[config.mk]
export PLATFORM = sky130hd
export DESIGN_NAME = row_box_filter_edge_normalized
export DESIGN_NICKNAME = d
export VERILOG_FILES = /design/src/hw/rtl/rbf_pkg.sv /design/src/hw/rtl/row_box_filter_edge_normalized.sv /design/src/hw/rtl/rbf_front.sv /design/src/hw/rtl/rbf_queue.sv /design/src/hw/rtl/rbf_back.sv
export SDC_FILE = /design/constraint.sdc
export NUM_CORES = 1
export LEC_CHECK = 0
export ABC_CLOCK_PERIOD_IN_PS = 8810
export BUFFER_PORTS_ARGS = -buffer_cell sky130_fd_sc_hd__buf_2
export CAP_MARGIN = 20
export CORE_UTILIZATION = 31
export CTS_BUF_LIST = sky130_fd_sc_hd__clkbuf_16
export DETAILED_ROUTE_END_ITERATION = 10
export PLACE_DENSITY = 0.48
export SYNTH_ARGS = -nofsm -noshare
export SYNTH_HDL_FRONTEND = slang
export SYNTH_SLANG_ARGS = --single-unit
[constraint.sdc]
create_clock -name i_clk -period 8.81 [get_ports i_clk]
set_input_delay 0.881 -clock i_clk [delete_from_list [all_inputs] [get_ports i_clk]]
set_output_delay 0.881 -clock i_clk [all_outputs]
set_load 0.02 [all_outputs]
[src/hw/rtl/rbf_pkg.sv]
`default_nettype none
// ----------------------------------------------------------------------------
// rbf_pkg
// Shared widths, reset values, the window job record and the state codes of
// the row box filter.
// ----------------------------------------------------------------------------
package rbf_pkg;

    localparam int PIX_W             = 8;
    localparam int RAD_W             = 4;
    localparam int SUM_W             = 13;
    localparam int CNT_W             = 5;
    localparam int RECIP_W           = 16;
    localparam int RECIP_SHIFT       = 15;
    localparam int MAX_RADIUS_DEF    = 15;
    localparam int MAX_ROW_WIDTH_DEF = 4096;
    localparam int RADIUS_RESET      = 2;
    localparam int QUEUE_DEPTH       = 4;

    typedef struct packed {
        logic [SUM_W-1:0] sum;
        logic             exact;
        logic [CNT_W-1:0] count;
        logic             row_end;
        logic             run_end;
    } t_job;

    typedef enum logic [1:0] {
        S_IN,
        S_UPD,
        S_FRD,
        S_FPUSH
    } t_front_state;

    typedef enum logic [1:0] {
        B_IDLE,
        B_MUL,
        B_DIV,
        B_FIN
    } t_back_state;

    // floor(2^15 / (2r+1))
    function automatic logic [RECIP_W-1:0] recip_of(input logic [RAD_W-1:0] radius);
        logic [RECIP_W-1:0] f;
        case (radius)
            4'd0:    f = 16'd32768;
            4'd1:    f = 16'd10922;
            4'd2:    f = 16'd6553;
            4'd3:    f = 16'd4681;
            4'd4:    f = 16'd3640;
            4'd5:    f = 16'd2978;
            4'd6:    f = 16'd2520;
            4'd7:    f = 16'd2184;
            4'd8:    f = 16'd1927;
            4'd9:    f = 16'd1724;
            4'd10:   f = 16'd1560;
            4'd11:   f = 16'd1424;
            4'd12:   f = 16'd1310;
            4'd13:   f = 16'd1213;
            4'd14:   f = 16'd1129;
            4'd15:   f = 16'd1057;
            default: f = 16'd6553;
        endcase
        return f;
    endfunction

endpackage
`default_nettype wire

[src/hw/rtl/row_box_filter_edge_normalized.sv]
`default_nettype none
// ----------------------------------------------------------------------------
// row_box_filter_edge_normalized
// One-dimensional box filter over an image row, with true-count means where
// the window is clipped at the row edges.
//
// Pixels enter on the i_valid/o_ready channel, i_row_last on the final pixel
// of a row. Means leave on the o_valid/i_ready channel with o_row_end on the
// last mean of a row and o_run_end on the last mean caused by an input pixel.
// The radius is written through i_cfg_we/i_cfg_data only while the block is
// idle, a rule for the user that the block itself does not enforce; a write
// restarts the row. Reset sets radius 2 and an empty row. In the front a
// pixel passes a ring read, then a sum update. A full window mean takes one
// multiply in the back; an edge mean goes to the divider instead, 4 quotient
// bits a cycle. The last pixel of a row keeps intake closed while the flush
// reads the pixel ring once per result.
// A stalled receiver holds the output register; up to 4 jobs then collect in
// the queue before the front stops taking pixels.
// ----------------------------------------------------------------------------
module row_box_filter_edge_normalized #(
    parameter int MAX_RADIUS    = rbf_pkg::MAX_RADIUS_DEF,
    parameter int MAX_ROW_WIDTH = rbf_pkg::MAX_ROW_WIDTH_DEF
) (
    input  logic                        i_clk,
    input  logic                        i_rst_n,
    input  logic                        i_valid,
    output logic                        o_ready,
    input  logic [rbf_pkg::PIX_W-1:0]   i_pixel,
    input  logic                        i_row_last,
    output logic                        o_valid,
    input  logic                        i_ready,
    output logic [rbf_pkg::PIX_W-1:0]   o_mean_value,
    output logic                        o_row_end,
    output logic                        o_run_end,
    input  logic                        i_cfg_we,
    input  logic [rbf_pkg::RAD_W-1:0]   i_cfg_data
);
    import rbf_pkg::*;

    logic               fq_valid;
    logic               fq_ready;
    t_job               fq_job;
    logic               qb_valid;
    logic               qb_ready;
    t_job               qb_job;
    logic [RECIP_W-1:0] recip;

    rbf_front #(
        .MAX_RADIUS    (MAX_RADIUS),
        .MAX_ROW_WIDTH (MAX_ROW_WIDTH)
    ) u_front (
        .i_clk       (i_clk),
        .i_rst_n     (i_rst_n),
        .i_valid     (i_valid),
        .o_ready     (o_ready),
        .i_pixel     (i_pixel),
        .i_row_last  (i_row_last),
        .i_cfg_we    (i_cfg_we),
        .i_cfg_data  (i_cfg_data),
        .o_job_valid (fq_valid),
        .i_job_ready (fq_ready),
        .o_job       (fq_job),
        .o_recip     (recip)
    );

    rbf_queue u_queue (
        .i_clk   (i_clk),
        .i_rst_n (i_rst_n),
        .i_valid (fq_valid),
        .o_ready (fq_ready),
        .i_data  (fq_job),
        .o_valid (qb_valid),
        .i_ready (qb_ready),
        .o_data  (qb_job)
    );

    rbf_back u_back (
        .i_clk        (i_clk),
        .i_rst_n      (i_rst_n),
        .i_job_valid  (qb_valid),
        .o_job_ready  (qb_ready),
        .i_job        (qb_job),
        .i_recip      (recip),
        .o_valid      (o_valid),
        .i_ready      (i_ready),
        .o_mean_value (o_mean_value),
        .o_row_end    (o_row_end),
        .o_run_end    (o_run_end)
    );

endmodule
`default_nettype wire

[src/hw/rtl/rbf_front.sv]
`default_nettype none
// ----------------------------------------------------------------------------
// rbf_front
// Takes pixels in, keeps the pixel ring, running sum and column count, and
// turns each pixel into window jobs: one per interior pixel, a flush of jobs
// on the last pixel of a row.
// ----------------------------------------------------------------------------
module rbf_front #(
    parameter int MAX_RADIUS    = rbf_pkg::MAX_RADIUS_DEF,
    parameter int MAX_ROW_WIDTH = rbf_pkg::MAX_ROW_WIDTH_DEF
) (
    input  logic                          i_clk,
    input  logic                          i_rst_n,
    input  logic                          i_valid,
    output logic                          o_ready,
    input  logic [rbf_pkg::PIX_W-1:0]     i_pixel,
    input  logic                          i_row_last,
    input  logic                          i_cfg_we,
    input  logic [rbf_pkg::RAD_W-1:0]     i_cfg_data,
    output logic                          o_job_valid,
    input  logic                          i_job_ready,
    output rbf_pkg::t_job                 o_job,
    output logic [rbf_pkg::RECIP_W-1:0]   o_recip
);
    import rbf_pkg::*;

    localparam int DEPTH = 2 * MAX_RADIUS + 1;
    localparam int AW    = $clog2(DEPTH);
    localparam int PW    = $clog2(MAX_ROW_WIDTH);
    localparam logic [AW:0]      DEPTH_A  = (AW+1)'(DEPTH);
    localparam logic [AW-1:0]    HEAD_TOP = AW'(DEPTH - 1);
    localparam logic [PW-1:0]    SEEN_SAT = PW'(MAX_ROW_WIDTH - 1);
    localparam logic [RAD_W-1:0] RAD_RST  = (MAX_RADIUS < RADIUS_RESET) ?
                                            RAD_W'(MAX_RADIUS) : RAD_W'(RADIUS_RESET);

    t_front_state       r_state, n_state;
    logic [AW-1:0]      r_head, n_head;
    logic [SUM_W-1:0]   r_sum, n_sum;
    logic [PW-1:0]      r_seen, n_seen;
    logic [RAD_W-1:0]   r_radius, n_radius;
    logic [RECIP_W-1:0] r_recip, n_recip;
    logic [RAD_W-1:0]   r_t, n_t;
    logic [PIX_W-1:0]   r_pix;
    logic               r_last;
    logic [PIX_W-1:0]   r_rd;
    logic [PIX_W-1:0]   mem [DEPTH];

    logic               accept;
    logic               mem_re;
    logic [AW:0]        rd_sum;
    logic [AW-1:0]      rd_addr;
    logic [RAD_W:0]     span;
    logic [RAD_W:0]     twice_r;
    logic [PW:0]        seen_x;
    logic [PW:0]        span_x;
    logic [PW:0]        cnt_a;
    logic [PW:0]        cnt_b;
    logic               t_nz;
    logic               sub_en;
    logic               last_job;
    logic [SUM_W-1:0]   sum_base;
    logic [SUM_W-1:0]   sum_job;
    logic [RAD_W-1:0]   cfg_rad;

    assign span    = {r_radius, 1'b1};
    assign twice_r = {r_radius, 1'b0};
    assign o_ready = (r_state == S_IN);
    assign accept  = i_valid && o_ready;
    assign mem_re  = accept || (r_state == S_FRD);
    assign o_recip = r_recip;

    assign rd_sum  = (AW+1)'(r_head) + DEPTH_A - (AW+1)'(span)
                   + ((r_state == S_FRD) ? (AW+1)'(r_t - RAD_W'(1)) : (AW+1)'(0));
    assign rd_addr = (rd_sum >= DEPTH_A) ? AW'(rd_sum - DEPTH_A) : AW'(rd_sum);

    assign seen_x  = {1'b0, r_seen};
    assign span_x  = (PW+1)'(span);
    assign t_nz    = (r_t != '0);
    assign sub_en  = (r_state == S_UPD) ? (seen_x >= span_x)
                   : (t_nz && ((seen_x + (PW+1)'(r_t)) >= span_x));
    assign sum_base = r_sum - (sub_en ? SUM_W'(r_rd) : SUM_W'(0));
    assign sum_job  = sum_base + ((r_state == S_UPD) ? SUM_W'(r_pix) : SUM_W'(0));

    assign cnt_a    = (PW+1)'(span - (RAD_W+1)'(r_t));
    assign cnt_b    = seen_x + (PW+1)'(1);
    assign last_job = (seen_x >= (PW+1)'(r_radius)) ? (r_t == r_radius)
                                                    : ((PW+1)'(r_t) == seen_x);

    assign o_job.sum     = sum_job;
    assign o_job.exact   = t_nz || (seen_x <= (PW+1)'(twice_r));
    assign o_job.count   = CNT_W'((cnt_a < cnt_b) ? cnt_a : cnt_b);
    assign o_job.row_end = (r_state == S_FPUSH) && last_job;
    assign o_job.run_end = (r_state != S_FPUSH) || last_job;
    assign o_job_valid   = ((r_state == S_UPD) && !r_last
                            && (seen_x >= (PW+1)'(r_radius)))
                         || (r_state == S_FPUSH);

    assign cfg_rad = (32'(i_cfg_data) > MAX_RADIUS) ? RAD_W'(MAX_RADIUS) : i_cfg_data;

    always_comb begin
        n_state  = r_state;
        n_head   = r_head;
        n_sum    = r_sum;
        n_seen   = r_seen;
        n_radius = r_radius;
        n_recip  = r_recip;
        n_t      = r_t;
        case (r_state)
            S_IN: begin
                if (accept) begin
                    n_head  = (r_head == HEAD_TOP) ? AW'(0) : r_head + AW'(1);
                    n_state = S_UPD;
                end
            end
            S_UPD: begin
                if (r_last) begin
                    n_sum   = sum_job;
                    n_t     = '0;
                    n_state = S_FPUSH;
                end else if (!o_job_valid || i_job_ready) begin
                    n_sum   = sum_job;
                    n_seen  = (r_seen == SEEN_SAT) ? r_seen : r_seen + PW'(1);
                    n_state = S_IN;
                end
            end
            S_FRD: begin
                n_state = S_FPUSH;
            end
            S_FPUSH: begin
                if (i_job_ready) begin
                    if (last_job) begin
                        n_sum   = '0;
                        n_seen  = '0;
                        n_t     = '0;
                        n_state = S_IN;
                    end else begin
                        n_sum   = sum_job;
                        n_t     = r_t + RAD_W'(1);
                        n_state = S_FRD;
                    end
                end
            end
            default: begin
                n_state = S_IN;
            end
        endcase
        if (i_cfg_we) begin
            n_radius = cfg_rad;
            n_recip  = recip_of(cfg_rad);
            n_sum    = '0;
            n_seen   = '0;
        end
    end

    always_ff @(posedge i_clk) begin
        if (!i_rst_n) begin
            r_state  <= S_IN;
            r_head   <= '0;
            r_sum    <= '0;
            r_seen   <= '0;
            r_radius <= RAD_RST;
            r_recip  <= recip_of(RAD_RST);
            r_t      <= '0;
        end else begin
            r_state  <= n_state;
            r_head   <= n_head;
            r_sum    <= n_sum;
            r_seen   <= n_seen;
            r_radius <= n_radius;
            r_recip  <= n_recip;
            r_t      <= n_t;
        end
    end

    always_ff @(posedge i_clk) begin
        if (accept) begin
            r_pix  <= i_pixel;
            r_last <= i_row_last;
        end
    end

    always_ff @(posedge i_clk) begin
        if (accept) begin
            mem[r_head] <= i_pixel;
        end
        if (mem_re) begin
            r_rd <= mem[rd_addr];
        end
    end

endmodule
`default_nettype wire

[src/hw/rtl/rbf_queue.sv]
`default_nettype none
// ----------------------------------------------------------------------------
// rbf_queue
// Short job queue between the front and the back of the filter.
// ----------------------------------------------------------------------------
module rbf_queue (
    input  logic          i_clk,
    input  logic          i_rst_n,
    input  logic          i_valid,
    output logic          o_ready,
    input  rbf_pkg::t_job i_data,
    output logic          o_valid,
    input  logic          i_ready,
    output rbf_pkg::t_job o_data
);
    import rbf_pkg::*;

    localparam int QAW = $clog2(QUEUE_DEPTH);
    localparam logic [QAW:0] FULL = (QAW+1)'(QUEUE_DEPTH);

    t_job           r_slot [QUEUE_DEPTH];
    logic [QAW-1:0] r_wr, r_rd_ptr;
    logic [QAW:0]   r_count;
    logic           push;
    logic           pop;

    assign o_ready = (r_count != FULL);
    assign o_valid = (r_count != '0);
    assign push    = i_valid && o_ready;
    assign pop     = o_valid && i_ready;
    assign o_data  = r_slot[r_rd_ptr];

    always_ff @(posedge i_clk) begin
        if (!i_rst_n) begin
            r_wr     <= '0;
            r_rd_ptr <= '0;
            r_count  <= '0;
        end else begin
            if (push) begin
                r_wr <= r_wr + QAW'(1);
            end
            if (pop) begin
                r_rd_ptr <= r_rd_ptr + QAW'(1);
            end
            if (push && !pop) begin
                r_count <= r_count + (QAW+1)'(1);
            end else if (pop && !push) begin
                r_count <= r_count - (QAW+1)'(1);
            end
        end
    end

    always_ff @(posedge i_clk) begin
        if (push) begin
            r_slot[r_wr] <= i_data;
        end
    end

endmodule
`default_nettype wire

[src/hw/rtl/rbf_back.sv]
`default_nettype none
// ----------------------------------------------------------------------------
// rbf_back
// Carries out window jobs: reciprocal multiply for full windows, iterative
// division by the true count for edge windows, and holds the result.
// ----------------------------------------------------------------------------
module rbf_back (
    input  logic                         i_clk,
    input  logic                         i_rst_n,
    input  logic                         i_job_valid,
    output logic                         o_job_ready,
    input  rbf_pkg::t_job                i_job,
    input  logic [rbf_pkg::RECIP_W-1:0]  i_recip,
    output logic                         o_valid,
    input  logic                         i_ready,
    output logic [rbf_pkg::PIX_W-1:0]    o_mean_value,
    output logic                         o_row_end,
    output logic                         o_run_end
);
    import rbf_pkg::*;

    localparam int DIV_STEPS = 4;
    localparam int DIV_W     = ((SUM_W + DIV_STEPS - 1) / DIV_STEPS) * DIV_STEPS;
    localparam int ITERS     = DIV_W / DIV_STEPS;
    localparam int IW        = (ITERS > 1) ? $clog2(ITERS) : 1;
    localparam int PROD_W    = SUM_W + RECIP_W;

    t_back_state        r_state, n_state;
    t_job               r_job;
    logic [DIV_W-1:0]   r_quo, n_quo;
    logic [CNT_W-1:0]   r_rem, n_rem;
    logic [IW-1:0]      r_iter, n_iter;
    logic               r_out_valid;
    logic [PIX_W-1:0]   r_mean;
    logic               r_row_end;
    logic               r_run_end;

    logic [PROD_W-1:0]  prod;
    logic               out_free;
    logic               take;
    logic               load;
    logic [PIX_W-1:0]   load_mean;
    logic [DIV_W-1:0]   step_quo;
    logic [CNT_W-1:0]   step_rem;

    assign o_job_ready  = (r_state == B_IDLE);
    assign take         = i_job_valid && o_job_ready;
    assign out_free     = !r_out_valid || i_ready;
    assign prod         = PROD_W'(r_job.sum) * PROD_W'(i_recip);
    assign o_valid      = r_out_valid;
    assign o_mean_value = r_mean;
    assign o_row_end    = r_row_end;
    assign o_run_end    = r_run_end;

    always_comb begin
        logic [CNT_W:0]   rem_x;
        logic [CNT_W-1:0] rem_v;
        logic [DIV_W-1:0] quo_v;
        rem_v = r_rem;
        quo_v = r_quo;
        for (int k = 0; k < DIV_STEPS; k++) begin
            rem_x = {rem_v, quo_v[DIV_W-1]};
            quo_v = {quo_v[DIV_W-2:0], 1'b0};
            if (rem_x >= {1'b0, r_job.count}) begin
                rem_v    = CNT_W'(rem_x - {1'b0, r_job.count});
                quo_v[0] = 1'b1;
            end else begin
                rem_v = rem_x[CNT_W-1:0];
            end
        end
        step_rem = rem_v;
        step_quo = quo_v;
    end

    always_comb begin
        n_state   = r_state;
        n_quo     = r_quo;
        n_rem     = r_rem;
        n_iter    = r_iter;
        load      = 1'b0;
        load_mean = prod[RECIP_SHIFT +: PIX_W];
        case (r_state)
            B_IDLE: begin
                if (take) begin
                    n_quo  = DIV_W'(i_job.sum);
                    n_rem  = '0;
                    n_iter = '0;
                    n_state = i_job.exact ? B_DIV : B_MUL;
                end
            end
            B_MUL: begin
                if (out_free) begin
                    load    = 1'b1;
                    n_state = B_IDLE;
                end
            end
            B_DIV: begin
                n_quo  = step_quo;
                n_rem  = step_rem;
                n_iter = r_iter + IW'(1);
                if (r_iter == IW'(ITERS - 1)) begin
                    n_state = B_FIN;
                end
            end
            B_FIN: begin
                load_mean = r_quo[PIX_W-1:0];
                if (out_free) begin
                    load    = 1'b1;
                    n_state = B_IDLE;
                end
            end
            default: begin
                n_state = B_IDLE;
            end
        endcase
    end

    always_ff @(posedge i_clk) begin
        if (!i_rst_n) begin
            r_state     <= B_IDLE;
            r_out_valid <= 1'b0;
        end else begin
            r_state <= n_state;
            if (load) begin
                r_out_valid <= 1'b1;
            end else if (i_ready) begin
                r_out_valid <= 1'b0;
            end
        end
    end

    always_ff @(posedge i_clk) begin
        if (take) begin
            r_job <= i_job;
        end
        r_quo  <= n_quo;
        r_rem  <= n_rem;
        r_iter <= n_iter;
        if (load) begin
            r_mean    <= load_mean;
            r_row_end <= r_job.row_end;
            r_run_end <= r_job.run_end;
        end
    end

endmodule
`default_nettype wire

# After elaboration in Yosys (flattened, before gate mapping)
# Memories as Yosys holds them, arrays and structs flattened. A register that Yosys moved wholly into a read port is not among the register bits.
# Index checks and enable logic that the tools add are counted.
# word_totals
ff_bits,128
mem_bits_rw,332
mem_bits_ro,240
output_inout_bits,12
elab_cells,184
mem_count,3
# op_classes
n_addsub,22
n_mul,1
magnitude_cmp,10
eq_ne,24
n_mux,61
bitwise,1
reduce_logical,38
# mem_list
name,words,word_bits,rd,rd_clocked_by_memory_dff,wr,line,text
u_front.mem,31,8,1,1,1,rbf_front.sv:46,logic [PIX_W-1:0] mem [DEPTH];
(name not given),16,15,1,1,0,rbf_pkg.sv:45,case (radius)
u_queue.r_slot,4,21,1,1,1,rbf_queue.sv:21,t_job r_slot [QUEUE_DEPTH];
# ops
op,count
12-bit 2-to-1 mux,5
13-bit 2-to-1 mux,4
5-bit 2-to-1 mux,8
16-bit case mux with 2 select lines,1
13-bit case mux with 2 select lines,1
6-bit by 5-bit greater-or-equal comparator with 1-bit output,4
2-bit 2-to-1 mux,12
8-bit 2-to-1 mux,3
12-bit case mux with 2 select lines,1
13-bit by 16-bit multiplier with 23-bit output,1
5-bit subtractor,4
16-bit 2-to-1 mux,1
1-bit 2-to-1 mux,14
12-bit by 1-bit adder with 13-bit output (second input constant),1
12-bit by 4-bit adder with 13-bit output,1
13-bit adder,1
13-bit by 5-bit greater-or-equal comparator with 1-bit output,1
13-bit less-than comparator,1
13-bit subtractor,1
12-bit by 1-bit adder with 12-bit output (second input constant),1
12-bit equality test (second input constant),1
4-bit by 12-bit equality test with 1-bit output,1
12-bit by 4-bit greater-or-equal comparator with 1-bit output,1
12-bit by 5-bit greater-or-equal comparator with 1-bit output,1
other kinds (41),87

# Longest topological paths before layout
# Gate-level depths: netlist of the first run.
# depth
ltp_word,10
mapped_depth,33
mapped_depth_nobuf,33

# Modules after synthesis
# Synthesis of the first run repeated with hierarchy kept, for this count alone.
# hier_totals
hier_cells,2857
area_unflattened_um2,30760.8
# by_module_without_submodules
mod,instances,cells_per_inst,area_each_um2,seq_area_each_um2
rbf_front,1,1832,18853.1,9058.7
rbf_back,1,868,8373.0,1651.6
rbf_queue,1,157,3534.6,2702.6

# Least setup slack after synthesis of the first run
# OpenSTA, ideal clock, no wires.
# synth_path
path_type,register to register
from,register u_back.r_quo[15]
to,register u_back.r_rem[1] (data pin)
setup_ns,0.266
t_arrival_ns,6.583
slack_ns,1.961
path_stages_with_launch,32
path_buffers,0
cell_sequence,edfxtp_1 -> inv_1 -> ha_1 -> inv_1 -> fa_1 -> a21o_1 -> a21o_1 -> a21oi_1 -> mux2_2 -> ha_1 -> and3_1 -> a31o_2 -> or2_2 -> nor2_1 -> mux2i_1 -> ha_1 -> nor2b_1 -> o21ai_0 -> nand2b_1 -> a41o_1 -> a21oi_1 -> nand2_1 -> mux2i_1 -> fa_1 -> a21o_1 -> a21oi_1 -> nand2_1 -> a21oi_1 -> nor4bb_1 -> nor2_1 -> mux2i_1 -> nor2_1
# synth_via
elab_chain_cells,9
word_cells_on_any_way,13
classes_between,add/sub (4); order compare (4); mux (5)
# synth_lines
element,line,text
"start, declared",rbf_back.sv:30,"logic [DIV_W-1:0] r_quo, n_quo;"
"start signal, assigned",rbf_back.sv:136,r_quo <= n_quo;
5-bit subtractor / 6-bit by 5-bit greater-or-equal comparator with 1-bit output (equally long branches),"rbf_back.sv:65, rbf_back.sv:64",
5-bit 2-to-1 mux (*),rbf_back.sv:64,"if (rem_x >= {1'b0, r_job.count}) begin"
5-bit subtractor / 6-bit by 5-bit greater-or-equal comparator with 1-bit output (equally long branches),"rbf_back.sv:65, rbf_back.sv:64",
5-bit 2-to-1 mux (*),rbf_back.sv:64,
5-bit subtractor / 6-bit by 5-bit greater-or-equal comparator with 1-bit output (equally long branches),"rbf_back.sv:65, rbf_back.sv:64",
5-bit 2-to-1 mux (*),rbf_back.sv:64,
6-bit by 5-bit greater-or-equal comparator with 1-bit output / 5-bit subtractor (equally long branches),"rbf_back.sv:64, rbf_back.sv:65",
5-bit 2-to-1 mux (*),rbf_back.sv:64,
5-bit case mux with 2 select lines (*),rbf_back.sv:82,case (r_state)
"end signal, assigned",rbf_back.sv:137,r_rem <= n_rem;
"end, declared",rbf_back.sv:31,"logic [CNT_W-1:0] r_rem, n_rem;"
# Mark *: on every way between the ends. The rest lies on a longest branch, timed or not.
# A chain may end at the register's enable or synchronous reset.

# Worst setup path after layout of the first run
# layout_path
from,register u_back.r_job[3] (netlist bit)
to,register u_back.r_rem[3] (data pin)
# layout_via
elab_chain_cells,9
word_cells_on_any_way,13
classes_between,add/sub (4); order compare (4); mux (5)
# layout_lines
element,line,text
"start, declared",rbf_back.sv:29,t_job r_job;
"start signal, assigned",rbf_back.sv:134,r_job <= i_job;
5-bit subtractor / 6-bit by 5-bit greater-or-equal comparator with 1-bit output (equally long branches),"rbf_back.sv:65, rbf_back.sv:64",
5-bit 2-to-1 mux,rbf_back.sv:64,
5-bit subtractor / 6-bit by 5-bit greater-or-equal comparator with 1-bit output (equally long branches),"rbf_back.sv:65, rbf_back.sv:64",
5-bit 2-to-1 mux,rbf_back.sv:64,
5-bit subtractor / 6-bit by 5-bit greater-or-equal comparator with 1-bit output (equally long branches),"rbf_back.sv:65, rbf_back.sv:64",
5-bit 2-to-1 mux,rbf_back.sv:64,
6-bit by 5-bit greater-or-equal comparator with 1-bit output / 5-bit subtractor (equally long branches),"rbf_back.sv:64, rbf_back.sv:65",
5-bit 2-to-1 mux (*),rbf_back.sv:64,
5-bit case mux with 2 select lines (*),rbf_back.sv:82,
# Marked as above.

==> run metrics, run 1 <==
Util after Layout 0.350; nets@finish roughly 2700; post-CTS sizing 0; Yosys top cell area share 0.441; Seq/Total Area, Yosys 0.490; CP peak stage delay about 500 ps; Slew Limit Fails 0; Die Ht approximately 300 um; vias per inst just under 5; Hold EP u_back.o_row_end$_DFFE_PP_; worst r2r path cells 29; detailed-route DRC error count 0; final setup fails 0; Post-Syn Area 27400 sq um; DP Area 28600 sq um; DP HPWL approximately 48000 um; Arrival @ worst endpoint 8160 ps; MaxCap Viol Count 0; Clock Pin Slew Worst Setup and Hold Paths around 60 ps; row count about 110; ratio of cells with drive above 1 in the final layout 0.0755; CP bufs+invs 1; CP max stage cell fa_1; final hold viol count 0; drt wl/cell 18.8 um; WHS 438 ps; Final Instance Area 30400 sq um; post-synth top area cell edfxtp_1; crit-path leading delay family compound AO/OA/AOI/OAI gates; WHS Path Cells 0; DR pass1 iterations 5; Total GRT Usage 0.152; Post-Syn Area per Cell 11.5 sq um; remaining antenna violation count 0; die area 89400 sq um; Post-CTS Setup Inserts 0; CP Max Fanout 8; Core ar. 87000 sq um; clk root buf clkbuf_16; FF-to-FF Start u_back.r_job[3]$_DFFE_PP_; die width 299 um; worst min-delay path class reg -> reg; Final Critical Period ~7800 ps; post-synthesis register bit count 469; Top cell by count, worst path a21oi_1; Mapped Cells 2389; GPL Wtd Cong ~0.84; vias in the first global route about 18000; R2R Setup Slk around 980 ps; # clock sinks around 470; DRT iter0 DRCs 1095; FF-to-FF End u_back.r_rem[3]$_SDFFCE_PN0P_; syn_nets 2702; Worst Tran Pin Value a little over 1000 ps; status finished, final reports clean; Setup Skew 64.0 ps; Worst Hold Launch u_back.r_job[1]$_DFFE_PP_; RSZ-0062 raised after global routing false; relative slew slack 0.299; fin crit share 0.889; Post-synth EDFFs 402; Worst-Skew Late Latency 620 ps; GR Overflow Total 0; hold buffer count at cts 0; via count 17500; startpoint types flop; setup TNS 0 ps; CTS Buffer Depth 3; largest cells by area after synthesis edfxtp_1 (44%), fa_1 (11%), ha_1 (6.5%); H-tree depth 2; final wirelength between 60000 and 70000 um; most common cell in the netlist edfxtp_1; first-pass GRT wire length 107000 um; Post-synth top flop edfxtp_1; TritonCTS clock tree done; cts bufs inserted between 50 and 60; Yosys warning count 0; count of input and output buffers 29; Initial Util 0.314; commonest cells in the netlist edfxtp_1 (402), nand2_1 (352), inv_1 (248); I/O Pins 30; Post-synth ARST share 0; critical path class reg -> reg; FMAX approximately 130 MHz; CP Capture Type flop; largest net degree at the start of global routing 49; # fillers between 8000 and 9000; synth unique cells 77; area delta synth->final 11.3%; worst path required time 9140 ps; initial antenna violation count 1
metrics by stage:
stage,instances,setup WS [ps]
3_3_place_gp,3478,1140
6_report,3579,977
5_1_grt,3579,251
4_1_cts,3576,915
2_1_floorplan,2389,1960
3_5_place_dp,3479,951
registers in the layout, indices dropped and copies added, names as in the netlist, 2 cells and up, named ones only:
register and cells:
u_back.r_rem 5, u_back.r_job 20, u_front.r_sum 13, u_front.r_radius 4, u_front.r_rd 8, u_queue.r_wr 2, u_back.r_quo 16, u_back.r_state 2
u_front.mem 248, u_front.r_state 2, u_queue.r_count 3, u_back.o_mean_value 8, u_front.r_seen 12, u_back.r_iter 2, u_queue.r_rd_ptr 2, u_front.r_pix 8
u_queue.r_slot 84, u_front.r_head 5, u_front.r_t 4, u_front.o_recip 15
metal layers:
layer / vias up / track usage / share of wire
met5: - / 0 / 0
met3: 89 / 0.0195 / 0.032
met1: 8793 / 0.199 / 0.45
met2: 312 / 0.267 / 0.50
met4: 0 / 0.0352 / 0.020
li1: 8312 / - / -
worst max path at each step:
stage | endpoint | cells past startpoint | start | slack (ps)
finish | u_back.r_rem[3]$_SDFFCE_PN0P_ | 29 | u_back.r_job[3]$_DFFE_PP_ | 980
global route | u_back.r_rem[3]$_SDFFCE_PN0P_ | 29 | u_back.r_job[3]$_DFFE_PP_ | 250
CTS | u_back.r_rem[3]$_SDFFCE_PN0P_ | 29 | u_back.r_job[3]$_DFFE_PP_ | 920
detailed placement | u_back.r_rem[3]$_SDFFCE_PN0P_ | 29 | u_back.r_job[3]$_DFFE_PP_ | 950
global placement | u_back.r_rem[3]$_SDFFCE_PN0P_ | 29 | u_back.r_job[3]$_DFFE_PP_ | 1140
floorplan | u_back.r_rem[1]$_SDFFCE_PN0P_ | 31 | u_back.r_quo[15]$_SDFFCE_PN0P_ | 1960
kinds of logic after synthesis:
family                   count (synthesis)  synth area share
buffers and inverters                  358            0.0510
AND/OR/NAND/NOR                        755             0.126
flip-flops                             469             0.490
AO/OA/AOI/OAI                          341            0.0819
multiplexers                           101            0.0516
adder cells (fa/ha/maj)                295             0.177
XOR/XNOR                                70            0.0224
cells in the final DEF (no fill, tap or decap), types with 11 or more instances in the layout:
cell / instances
a211oi_1: 12
a21o_1: 23
a21oi_1: 108
a31oi_1: 19
a32oi_1: 14
and2_1: 92
and3_1: 11
buf_2: 30
buf_4: 14
clkbuf_16: 53
dfxtp_1: 67
edfxtp_1: 402
fa_1: 152
ha_1: 143
inv_1: 260
mux2_2: 11
mux2i_1: 58
mux4_2: 31
nand2_1: 351
nand2b_1: 19
nand3_1: 84
nor2_1: 115
nor2b_1: 15
nor3_1: 28
o21ai_0: 56
o22ai_1: 18
xnor2_1: 47
xor2_1: 23
cell type report:
class,count,area [sq um],area share
tap,1155,1450,0.0475
antenna,1,2.50,0.0000822
timing repair buffer,45,283,0.00929
inverter,250,938,0.0308
multi-input combinational,1562,12600,0.413
sequential,469,13400,0.441
clock inverter,44,474,0.0156
clock buffer,53,1330,0.0436
Power of run 1 is not shown: default switching activity piles up to over one toggle a cycle in this logic, so the estimate is an artifact.
==> run 2: changes to the inputs <==
Settings changed: CTS_BUF_LIST sky130_fd_sc_hd__clkbuf_16 to not set.
==> run 2 against run 1 <==
Count of clock-buffer cells in the layout is 12 higher. Sequential share of layout area unchanged. First-iteration DRC count fell by 1.8%. Critical path depth is the same. Core utilization unchanged. Critical endpoint unchanged.
==> run metrics, run 2 (synthesized netlist as in run 1, its figures left out) <==
Core ar. 87000 sq um (unchanged); WHS 438 ps (unchanged); I/O Pins 30 (unchanged); largest net degree at the start of global routing 49 (unchanged); CP Max Fanout 8 (unchanged); GR Overflow Total 0 (unchanged); cts bufs inserted 52 (unchanged); Hold EP u_back.o_row_end$_DFFE_PP_; Arrival @ worst endpoint 8160 ps (about the same); CP Capture Type flop; setup TNS 0 ps (unchanged); max FFs per register 248 (unchanged); GPL Wtd Cong 0.837 (unchanged); Placed Cells 3479 (unchanged); startpoint types flop; fin cells 3579 (unchanged); initial antenna violation count 1 (unchanged); Slew Limit Fails 0 (unchanged); drt wl/cell 18.9 um (about the same); vias in the first global route 18400 (+0.011%); first-pass GRT wire length 107000 um (about the same); FF-to-FF End u_back.r_rem[3]$_SDFFCE_PN0P_; commonest cells after routing, fill and taps aside edfxtp_1 (402), nand2_1 (351), inv_1 (248); Worst Tran Pin Value 1020 ps (-6.56 ps); final setup fails 0 (unchanged); Top cell by count, worst path a21oi_1; via count 17500 (+0.15%); relative slew slack 0.304 (+0.00449); Post-CTS Setup Inserts 0 (unchanged); CP max stage cell fa_1; status finished, final reports clean; hold buffer count at cts 0 (unchanged); DP HPWL 47800 um (unchanged); nets@finish 2693 (unchanged); R2R Setup Slk 980 ps (about the same); TritonCTS clock tree done; final hold viol count 0 (unchanged); count of input and output buffers 29 (unchanged); final wirelength 67500 um (about the same); fin crit share 0.889 (about the same); largest register by flop count u_front.mem; WHS Path Cells 0 (unchanged); MaxCap Viol Count 0 (unchanged); detailed-route DRC error count 0 (unchanged); RSZ-0062 raised after global routing false; row count 108 (unchanged); CTS Buffer Depth 3 (unchanged); die area 89400 sq um (unchanged); FMAX 128 MHz (unchanged); DRT iter0 DRCs 1075 (-1.8%); Setup Skew 65.0 ps (+1.01 ps); # clock sinks 469 (unchanged); worst min-delay path class reg -> reg; H-tree depth 2 (unchanged); Worst Hold Launch u_back.r_job[1]$_DFFE_PP_; FF-to-FF Start u_back.r_job[3]$_DFFE_PP_; worst path required time 9140 ps (about the same); Worst-Skew Late Latency 620 ps (about the same); vias per inst 4.90 (+0.15%); post-CTS sizing 0 (unchanged); ratio of cells with drive above 1 in the final layout 0.0755 (unchanged); Clock Pin Slew Worst Setup and Hold Paths 60 ps (about the same); critical path class reg -> reg; worst r2r path cells 29 (unchanged); CP startpoint u_back.r_job[3]$_DFFE_PP_; Initial Util 0.314 (unchanged); DR pass1 iterations 5 (unchanged); die width 299 um (unchanged); Final Critical Period 7830 ps (+0.00100 ps); clk root buf clkbuf_16; remaining antenna violation count 0 (unchanged); Total GRT Usage 0.152 (about the same); commonest non-fill, non-tap cell in the layout edfxtp_1; CP peak stage delay 500 ps (about the same); Top Registers u_front.mem x248, u_queue.r_slot x84, u_back.r_job x20; area delta synth->final 11.3% (unchanged); Die Ht 299 um (unchanged)
-- run 2: changes by cell type in the layout (fill, tap and decap cells not counted) --
cell and delta:
clkbuf_1 +12, inv_1 -12
-- run 2: layout make-up --
class	instances	area, sq um
Clock buffer	65	1370
Fill cell	8638	56600
Clock inverter	32	429
Multi-Input combinational cell	1562	12600
Timing Repair Buffer	45	283
Sequential cell	469	13400
Tap cell	1155	1450
Antenna cell	1	2.50
Inverter	250	938
-- run 2: critical path: cells and delay by family, from the launching register on --
kind            cells  cell delay [ps]
flops               1              430
fa+ha+maj           4             1720
mux                 4             1160
buf+inv             1              210
simple gates        9             1840
compound gates     11             2190
-- run 2: metal layers --
layer  part of all wire  up-vias  GRT usage
li1                   -     8313          -
met1               0.45     8813      0.199
met2               0.49      316      0.267
met3              0.032       91     0.0195
met4              0.020        0     0.0352
met5                  0        -          0
-- run 2: worst max path at each step --
stage | depth (start not counted) | end | slack [ps]
floorplan | 31 | u_back.r_rem[1]$_SDFFCE_PN0P_ | 1960
global placement | 29 | u_back.r_rem[3]$_SDFFCE_PN0P_ | 1140
detailed placement | 29 | u_back.r_rem[3]$_SDFFCE_PN0P_ | 950
CTS | 29 | u_back.r_rem[3]$_SDFFCE_PN0P_ | 920
global route | 29 | u_back.r_rem[3]$_SDFFCE_PN0P_ | 250
finish | 29 | u_back.r_rem[3]$_SDFFCE_PN0P_ | 980
-- run 2: stage by stage --
step           utilization  cell area (sq um)  worst slack, ps
2_1_floorplan            -              27400             1960
3_3_place_gp         0.329              28600             1140
3_5_place_dp         0.329              28600              951
4_1_cts              0.349              30400              915
5_1_grt              0.350              30400              251
6_report             0.350              30400              977
Power of run 2 is left out for the same reason.
